## src/hw/rtl/pooled_block_bitmap_allocator_unit_macros.svh

```systemverilog
// assertion helpers, sampled on clk_i and off while rst_ni is low
`ifndef POOLED_BLOCK_BITMAP_ALLOCATOR_UNIT_MACROS_SVH
`define POOLED_BLOCK_BITMAP_ALLOCATOR_UNIT_MACROS_SVH

// plain property
`define PBBA_ASSERT(lbl, prop, msg) \
  lbl: assert property (@(posedge clk_i) disable iff (!rst_ni) (prop)) else $error(msg);

// same-cycle implication
`define PBBA_ASSERT_IMP(lbl, ante, cons, msg) \
  lbl: assert property (@(posedge clk_i) disable iff (!rst_ni) (ante) |-> (cons)) \
    else $error(msg);

`endif

```

## src/hw/rtl/pbba_pkg.sv

```systemverilog
`default_nettype none

package pbba_pkg;

  localparam int MaxPools      = 8;
  localparam int BlocksPerPool = 32;
  localparam int SlotW         = 3;
  localparam int BlkW          = 5;
  localparam int NBlkW         = 6;
  localparam int CountW        = 4;
  localparam int BsW           = 13;
  localparam int OffW          = 17;
  localparam int MaxBlockSize  = 4096;
  localparam int CfgIdxW       = 1;
  localparam int CfgDataW      = 13;

  typedef enum logic [0:0] {
    OP_ALLOC = 1'b0,
    OP_FREE  = 1'b1
  } op_e;

  typedef enum logic [1:0] {
    ST_OK          = 2'd0,
    ST_NO_SPACE    = 2'd1,
    ST_NOT_IN_ZONE = 2'd2,
    ST_DOUBLE_FREE = 2'd3
  } status_e;

  typedef enum logic [CfgIdxW-1:0] {
    REG_BLOCKS_PER_POOL = 1'b0,
    REG_BLOCK_SIZE      = 1'b1
  } cfg_reg_e;

  typedef struct packed {
    logic [0:0]      operation;
    logic [SlotW-1:0] free_pool;
    logic [BlkW-1:0]  free_block;
  } req_t;

  typedef struct packed {
    status_e          status;
    logic [SlotW-1:0] granted_pool;
    logic [BlkW-1:0]  granted_block;
    logic [OffW-1:0]  byte_offset;
    logic             pool_opened;
    logic             pool_released;
  } rsp_t;

  // contents of one list position, shifted toward the head on release
  typedef struct packed {
    logic                     valid;
    logic [SlotW-1:0]         slot;
    logic [NBlkW-1:0]         blocks;
    logic [BlocksPerPool-1:0] map;
  } cell_data_t;

  // broadcast to every cell
  typedef struct packed {
    logic             free_en;
    logic [SlotW-1:0] free_pool;
    logic [BlkW-1:0]  free_block;
    logic [SlotW-1:0] open_slot;
    logic [NBlkW-1:0] open_blocks;
  } cell_cmd_t;

  // per cell report, fields zero unless the cell is the one concerned
  typedef struct packed {
    logic             tok;
    logic             hit;
    logic             miss;
    logic [SlotW-1:0] grant_slot;
    logic [BlkW-1:0]  grant_blk;
    logic             zone_ok;
    logic             bit_set;
    logic             released;
  } cell_stat_t;

endpackage

`default_nettype wire

```

## src/hw/rtl/pooled_block_bitmap_allocator_unit.sv

```systemverilog
// alloc: the search token steps one list cell per cycle over up to 8 cells and a pool opens
//   on the miss cycle, then the result is registered and loaded with its byte offset in S_FIN
// free: the request is checked against the pools in S_FREE, then its result loads in S_FIN
// one request in flight: a new request is taken only in S_IDLE
// the next request is taken while a result waits on a stalled output
// reset (async, active low) empties every pool and sets blocks_per_pool 32, block_size 16
`default_nettype none

module pooled_block_bitmap_allocator_unit (
  input  logic                           clk_i,
  input  logic                           rst_ni,
  input  logic                           in_valid_i,
  output logic                           in_stall_o,
  input  pbba_pkg::req_t                 in_req_i,
  output logic                           out_valid_o,
  input  logic                           out_stall_i,
  output pbba_pkg::rsp_t                 out_rsp_o,
  input  logic                           cfg_we_i,
  input  logic [pbba_pkg::CfgIdxW-1:0]   cfg_idx_i,
  input  logic [pbba_pkg::CfgDataW-1:0]  cfg_data_i
);
  import pbba_pkg::*;
  `include "pooled_block_bitmap_allocator_unit_macros.svh"

  typedef enum logic [3:0] {
    S_IDLE   = 4'b0001,
    S_SEARCH = 4'b0010,
    S_FREE   = 4'b0100,
    S_FIN    = 4'b1000
  } state_e;

  state_e            state_q, state_d;
  req_t              req_q;
  logic [NBlkW-1:0]  nblk_q;
  logic [BsW-1:0]    bs_q;
  logic [CountW-1:0] count_q, count_d;
  rsp_t              res_q, res_d;
  logic              out_valid_q;
  rsp_t              out_q, out_d;

  cell_cmd_t         cmd;
  cell_data_t        data_w [MaxPools];
  cell_stat_t        stat_w [MaxPools];
  logic [MaxPools:0] tok_w;
  logic [MaxPools:0] rm_w;
  logic [MaxPools-1:0] open_we, tok_vec, valid_vec, live;

  logic              accept, start, out_load, open_go;
  logic              hit_any, miss_any, zone_any, bit_any, rel_any, slot_found;
  logic [SlotW-1:0]  grant_slot, free_slot;
  logic [BlkW-1:0]   grant_blk;
  logic [NBlkW-1:0]  nblk_eff;
  logic [BsW-1:0]    bs_eff;

  assign in_stall_o = state_q != S_IDLE;
  assign accept     = in_valid_i & ~in_stall_o;
  assign start      = accept & (in_req_i.operation == OP_ALLOC);
  assign out_load   = (state_q == S_FIN) & (~out_valid_q | ~out_stall_i);

  assign nblk_eff = (nblk_q == '0) ? NBlkW'(1)
                  : (nblk_q > NBlkW'(BlocksPerPool)) ? NBlkW'(BlocksPerPool) : nblk_q;
  assign bs_eff   = (bs_q > BsW'(MaxBlockSize)) ? BsW'(MaxBlockSize) : bs_q;

  assign tok_w[0] = start;
  assign rm_w[0]  = 1'b0;

  always_comb begin
    cmd.free_en     = state_q == S_FREE;
    cmd.free_pool   = req_q.free_pool;
    cmd.free_block  = req_q.free_block;
    cmd.open_slot   = free_slot;
    cmd.open_blocks = nblk_eff;
  end

  for (genvar g = 0; g < MaxPools; g++) begin : g_cell
    cell_data_t nxt;
    if (g == MaxPools - 1) begin : g_tail
      assign nxt = '0;
    end else begin : g_mid
      assign nxt = data_w[g+1];
    end
    assign open_we[g] = open_go & (count_q == CountW'(g));

    pbba_cell u_cell (
      .clk_i  (clk_i),
      .rst_ni (rst_ni),
      .cmd_i  (cmd),
      .open_i (open_we[g]),
      .tok_i  (tok_w[g]),
      .rm_i   (rm_w[g]),
      .next_i (nxt),
      .tok_o  (tok_w[g+1]),
      .rm_o   (rm_w[g+1]),
      .data_o (data_w[g]),
      .stat_o (stat_w[g])
    );
  end

  always_comb begin
    hit_any    = 1'b0;
    miss_any   = tok_w[MaxPools];
    zone_any   = 1'b0;
    bit_any    = 1'b0;
    rel_any    = 1'b0;
    grant_slot = '0;
    grant_blk  = '0;
    live       = '0;
    for (int i = 0; i < MaxPools; i++) begin
      hit_any    = hit_any | stat_w[i].hit;
      miss_any   = miss_any | stat_w[i].miss;
      zone_any   = zone_any | stat_w[i].zone_ok;
      bit_any    = bit_any | stat_w[i].bit_set;
      rel_any    = rel_any | stat_w[i].released;
      grant_slot = grant_slot | stat_w[i].grant_slot;
      grant_blk  = grant_blk | stat_w[i].grant_blk;
      if (data_w[i].valid) begin
        live[data_w[i].slot] = 1'b1;
      end
      tok_vec[i]   = stat_w[i].tok;
      valid_vec[i] = data_w[i].valid;
    end
    slot_found = ~&live;
    free_slot  = '0;
    for (int i = MaxPools - 1; i >= 0; i--) begin
      if (!live[i]) begin
        free_slot = SlotW'(i);
      end
    end
  end

  assign open_go = (state_q == S_SEARCH) & miss_any & slot_found;

  always_comb begin
    state_d = state_q;
    res_d   = res_q;
    count_d = count_q;
    case (state_q)
      S_IDLE: begin
        if (accept) begin
          state_d = (in_req_i.operation == OP_ALLOC) ? S_SEARCH : S_FREE;
        end
      end
      S_SEARCH: begin
        if (hit_any || miss_any) begin
          res_d   = '0;
          state_d = S_FIN;
          if (hit_any) begin
            res_d.status        = ST_OK;
            res_d.granted_pool  = grant_slot;
            res_d.granted_block = grant_blk;
          end else if (slot_found) begin
            res_d.status       = ST_OK;
            res_d.granted_pool = free_slot;
            res_d.pool_opened  = 1'b1;
            count_d            = count_q + CountW'(1);
          end else begin
            res_d.status = ST_NO_SPACE;
          end
        end
      end
      S_FREE: begin
        res_d   = '0;
        state_d = S_FIN;
        if (!zone_any) begin
          res_d.status = ST_NOT_IN_ZONE;
        end else if (!bit_any) begin
          res_d.status = ST_DOUBLE_FREE;
        end else begin
          res_d.status        = ST_OK;
          res_d.pool_released = rel_any;
          if (rel_any) begin
            count_d = count_q - CountW'(1);
          end
        end
      end
      S_FIN: begin
        if (out_load) begin
          state_d = S_IDLE;
        end
      end
      default: begin
        state_d = S_IDLE;
      end
    endcase
  end

  always_comb begin
    out_d             = res_q;
    out_d.byte_offset = OffW'(res_q.granted_block) * OffW'(bs_eff);
  end

  always_ff @(posedge clk_i or negedge rst_ni) begin
    if (!rst_ni) begin
      state_q     <= S_IDLE;
      count_q     <= '0;
      out_valid_q <= 1'b0;
      nblk_q      <= NBlkW'(BlocksPerPool);
      bs_q        <= BsW'(16);
    end else begin
      state_q <= state_d;
      count_q <= count_d;
      if (out_load) begin
        out_valid_q <= 1'b1;
      end else if (!out_stall_i) begin
        out_valid_q <= 1'b0;
      end
      if (cfg_we_i) begin
        case (cfg_reg_e'(cfg_idx_i))
          REG_BLOCKS_PER_POOL: nblk_q <= cfg_data_i[NBlkW-1:0];
          REG_BLOCK_SIZE:      bs_q   <= cfg_data_i[BsW-1:0];
          default: begin
          end
        endcase
      end
    end
  end

  always_ff @(posedge clk_i) begin
    if (accept) begin
      req_q <= in_req_i;
    end
    res_q <= res_d;
    if (out_load) begin
      out_q <= out_d;
    end
  end

  assign out_valid_o = out_valid_q;
  assign out_rsp_o   = out_q;

  `PBBA_ASSERT(a_tok_single, $onehot0(tok_vec), "more than one search token")
  `PBBA_ASSERT(a_count_cells, $countones(valid_vec) == count_q, "pool count off")
  `PBBA_ASSERT_IMP(a_tok_search, state_q != S_SEARCH, tok_vec == '0, "token outside search")
  `PBBA_ASSERT_IMP(a_hit_miss, hit_any, !miss_any, "hit and miss together")

endmodule

`default_nettype wire

```

## src/hw/rtl/pbba_cell.sv

```systemverilog
`default_nettype none

module pbba_cell (
  input  logic                 clk_i,
  input  logic                 rst_ni,
  input  pbba_pkg::cell_cmd_t  cmd_i,
  input  logic                 open_i,
  input  logic                 tok_i,
  input  logic                 rm_i,
  input  pbba_pkg::cell_data_t next_i,
  output logic                 tok_o,
  output logic                 rm_o,
  output pbba_pkg::cell_data_t data_o,
  output pbba_pkg::cell_stat_t stat_o
);
  import pbba_pkg::*;

  logic                     valid_q, valid_d;
  logic [SlotW-1:0]         slot_q, slot_d;
  logic [NBlkW-1:0]         blocks_q, blocks_d;
  logic [BlocksPerPool-1:0] map_q, map_d;
  logic                     tok_q;

  logic [BlocksPerPool-1:0] range_mask, free_bits, iso, fbit, map_clr;
  logic [BlkW-1:0]          low_blk;
  logic                     has_free, hit, match, zone_ok, bit_set, clr, released, shift;

  always_comb begin
    for (int b = 0; b < BlocksPerPool; b++) begin
      range_mask[b] = NBlkW'(b) < blocks_q;
    end
    free_bits = ~map_q & range_mask;
    has_free  = |free_bits;
    iso       = free_bits & (~free_bits + BlocksPerPool'(1));
    low_blk   = '0;
    for (int b = 0; b < BlocksPerPool; b++) begin
      low_blk = low_blk | (iso[b] ? BlkW'(b) : '0);
    end
  end

  assign hit   = tok_q & valid_q & has_free;
  assign tok_o = tok_q & valid_q & ~has_free;

  always_comb begin
    fbit     = BlocksPerPool'(1) << cmd_i.free_block;
    match    = valid_q & (slot_q == cmd_i.free_pool);
    zone_ok  = match & ({1'b0, cmd_i.free_block} < blocks_q);
    bit_set  = |(map_q & fbit);
    map_clr  = map_q & ~fbit;
    clr      = cmd_i.free_en & zone_ok & bit_set;
    released = clr & (map_clr == '0);
  end

  assign shift = rm_i | released;
  assign rm_o  = shift;

  always_comb begin
    valid_d  = valid_q;
    slot_d   = slot_q;
    blocks_d = blocks_q;
    map_d    = map_q;
    if (open_i) begin
      valid_d  = 1'b1;
      slot_d   = cmd_i.open_slot;
      blocks_d = cmd_i.open_blocks;
      map_d    = BlocksPerPool'(1);
    end else if (shift) begin
      valid_d  = next_i.valid;
      slot_d   = next_i.slot;
      blocks_d = next_i.blocks;
      map_d    = next_i.map;
    end else if (hit) begin
      map_d = map_q | iso;
    end else if (clr) begin
      map_d = map_clr;
    end
  end

  always_ff @(posedge clk_i or negedge rst_ni) begin
    if (!rst_ni) begin
      valid_q <= 1'b0;
      tok_q   <= 1'b0;
    end else begin
      valid_q <= valid_d;
      tok_q   <= tok_i;
    end
  end

  always_ff @(posedge clk_i) begin
    slot_q   <= slot_d;
    blocks_q <= blocks_d;
    map_q    <= map_d;
  end

  always_comb begin
    data_o.valid  = valid_q;
    data_o.slot   = slot_q;
    data_o.blocks = blocks_q;
    data_o.map    = map_q;

    stat_o.tok        = tok_q;
    stat_o.hit        = hit;
    stat_o.miss       = tok_q & ~valid_q;
    stat_o.grant_slot = hit ? slot_q : '0;
    stat_o.grant_blk  = hit ? low_blk : '0;
    stat_o.zone_ok    = zone_ok;
    stat_o.bit_set    = zone_ok & bit_set;
    stat_o.released   = released;
  end

endmodule

`default_nettype wire
```

## config.mk

```make
export PLATFORM = sky130hd
export DESIGN_NAME = pooled_block_bitmap_allocator_unit
export DESIGN_NICKNAME = d
export VERILOG_FILES = /design/src/hw/rtl/pbba_pkg.sv /design/src/hw/rtl/pooled_block_bitmap_allocator_unit.sv /design/src/hw/rtl/pbba_cell.sv
export VERILOG_INCLUDE_DIRS = /design/src /design/src/hw/rtl
export SDC_FILE = /design/constraint.sdc
export NUM_CORES = 2
export LEC_CHECK = 0
export BUFFER_PORTS_ARGS = -buffer_cell sky130_fd_sc_hd__buf_4
export CORE_ASPECT_RATIO = 1.2
export CORE_MARGIN = 1.5
export CORE_UTILIZATION = 40
export CTS_BUF_LIST = sky130_fd_sc_hd__clkbuf_2
export CTS_CLUSTER_DIAMETER = 50
export DETAILED_ROUTE_END_ITERATION = 7
export GPL_TIMING_DRIVEN = 0
export SETUP_SLACK_MARGIN = 0.3
export SLEW_MARGIN = 20
export SYNTH_ARGS = -nofsm -noshare
export SYNTH_HDL_FRONTEND = slang
export SYNTH_HIERARCHICAL = 1
export SYNTH_SLANG_ARGS = --single-unit
```

## constraint.sdc

```tcl
create_clock -name clk_i -period 13.8 [get_ports clk_i]
set_input_delay 1.38 -clock clk_i [delete_from_list [all_inputs] [get_ports clk_i]]
set_output_delay 1.38 -clock clk_i [all_outputs]
set_load 0.03 [all_outputs]
```

==> results_dict.tcl <==
set metrics [dict create \
    run_status "complete, no violations" \
    die_w_um 305 \
    start_util_pct 40.4 \
    gr-usage-all-layers_pct 41.1 \
    path_clk_slew_ns 0.11 \
    post-route-period-util_pct 95.1 \
    rsz0062_at_grt "no" \
    reg2reg_path_depth 43 \
    avgRoutedWirePerCell_um 31.6 \
    netlist_instances 5776 \
    drt_first_pass_iters 7 \
    yosysWarnings 6 \
    detailedPlacementHpwl_um 181000 \
    final-hold-violation-count 0 \
    cts_inserted_buffers 121 \
    timing.slew.headroom_pct 16.1 \
    crit_path_top_delay_cell "sky130_fd_sc_hd__clkdlybuf4s15_2" \
    final_net_count 6170 \
    total_power_uw 5270 \
    place.gp.congestion 1.07 \
    critical_path.max_stage_delay_ns 0.59 \
    dp_slack_ns -1.13 \
    tightest_slew_ns 1.25 \
    synth_area_per_cell_um2 7.56 \
    clkSinkCount 421 \
    critical_path_buf_inv_count 28 \
    wirelength_um 239000 \
    total_switching_power_uw 2610 \
    worst_hold_path.num_cells 2 \
    finalSetupViolCount 0 \
    share_clk_of_total_power_pct 21.0 \
    io_pins 59 \
    timing_worst_setup_path_type "flip-flop to flip-flop" \
    crit_family "buffers and inverters" \
    grt_pass1_wl_um 343000 \
    leakage_uw 0.0171 \
    dp_cells 7308 \
    clock.fmax_mhz 76.2 \
    pwr_density_cell_mw_per_mm2 110 \
    netSwitchingFraction_pct 49.5 \
    fin_crit_ns 13.13 \
    num_vias 54187 \
    portBuffers 58 \
    cts-root-buf "sky130_fd_sc_hd__clkbuf_2" \
    post-route-drc-count 0 \
    tritoncts "done" \
    route.antenna.remaining_nets 0 \
    insertion_delay_ns 1.49 \
    placeableCoreArea_mm2 0.108 \
    timing.critical_path.from_type "flip-flop" \
    via_per_inst 7.16 \
    grt_max_degree 45 \
    critical_path.endpoint_type "flip-flop" \
    fin_ws_ns 0.670 \
    share_of_post_route_cells_with_drive_strength_above_1_pct 12.2 \
    worstPathMaxFanout 16 \
    cell_int_power_uw 2660 \
    power.sequential.fraction_pct 36.5 \
    vias_in_the_first_global_route 49936 \
    htree_num_levels 3 \
    globalRoute.totalOverflow 0 \
    crit_cells 43 \
    post_synth_instance_area_mm2 0.0436 \
    peakVddDrop_mv 0.0720 \
    data_arrival_time_of_the_worst_path_ns 14.45 \
    final_cell_count_no_fill 7569 \
    antenna_found_initial 9 \
    die_h_um 365 \
    synthesis_to_finish_area_growth_pct 10.0 \
    power.combinational.fraction_pct 42.5 \
    min_path_type "input port to flip-flop" \
    fp.dieArea_mm2 0.111 \
    ctsLongestPathBuffers 3 \
    worst_ep_required_time_ns 15.12 \
    report.final.slew_viol_count 0 \
    num_rows 132 \
    finalClockSkew_ns 0.144 \
    drv_cap 0 \
    drt_iter0_markers 8604 \
]
-- layer usage --
layer | share of wire (%) | routed length [µm] | vias up | GRT usage [%]
met5 | 0.021 | 51 | - | 0
met4 | 9.0 | 21500 | 8 | 32.4
met3 | 11 | 27400 | 1141 | 8.47
met2 | 42 | 101000 | 4360 | 62.4
met1 | 37 | 88900 | 25712 | 50.9
li1 | - | - | 22966 | -
-- registers in the layout, indices dropped and copies added, names as in the netlist --
| register | count |
|---|---|
| state_q | 4 |
| g_cell.u_cell/slot_q | 24 |
| g_cell.u_cell/blocks_q | 48 |
| out_d | 12 |
| out_rsp_o | 29 |
| nblk_q | 6 |
| g_cell.u_cell/tok_q | 8 |
| count_q | 4 |
| g_cell.u_cell/map_q | 256 |
| out_valid_o | 1 |
| cmd | 8 |
| bs_q | 13 |
| g_cell.u_cell/valid_q | 8 |
-- power groups by stage --
stage | Combinational [µW] | Sequential, µW | Clock, µW
3_3_place_gp | 2020 | 1970 | 0
5_1_grt | 2360 | 1910 | 1180
2_1_floorplan | 1430 | 1640 | 0
3_5_place_dp | 2110 | 1910 | 0
4_1_cts | 2130 | 1880 | 1130
6_report | 2240 | 1920 | 1110
-- placed cells by master (no fill, tap or decap), drive strengths merged, types with 200 or more instances in the layout --
master	n
a21oi	382
o21ai	292
nand2	526
inv	256
clkbuf	461
nor2	423
buf	256
dfxtp	256
nand3	200
nor3	236
-- final cells by class --
cell class / count / area, µm²
fillers: 11239 / 60000
multi-input cells: 4677 / 31000
flip-flops and latches: 421 / 9860
plain buffers: 473 / 2120
well taps: 1407 / 1760
repair buffers: 100 / 1030
inverters: 254 / 953
clock buffers: 171 / 856
clock inverters: 56 / 398
diodes: 10 / 25.0
-- final timing paths --
check / from / endpoint / slack (ns)
worst max register to register: cmd[10] / g_cell[7].u_cell/map_q[21] / 0.67
worst min-delay path: in_req_i[8] / state_q[1] / 0.15
max in group asynchronous: rst_ni / g_cell[7].u_cell/tok_q / 12.64
worst max-delay path: cmd[10] / g_cell[7].u_cell/map_q[21] / 0.67
min in group asynchronous: rst_ni / bs_q[10] / 0.48
worst min register to register: count_q[3] / count_q[3] / 0.48
-- what timing repair did --
action	4_1_cts	5_1_grt
setup buffers	0	2
hold buffers	22	0
setup endpoints to repair	60	44
endpoints found under the hold margin	68	0
resized for setup	12	9
-- per-stage QoR --
stage / hold slack [ns] / TNS (ns) / utilization, % / instance area (µm²)
after global placement: 0.457 / -172.73 / 42.6 / 46000
after CTS: 0.00985 / 0 / 44.4 / 48000
after global routing: 0.121 / 0 / 44.4 / 48000
after floorplan: 0.400 / 0 / - / 43800
final: 0.151 / 0 / 44.5 / 48000
after detailed placement: 0.461 / -34.86 / 43.0 / 46500
Power figures use the tool's default switching activity.
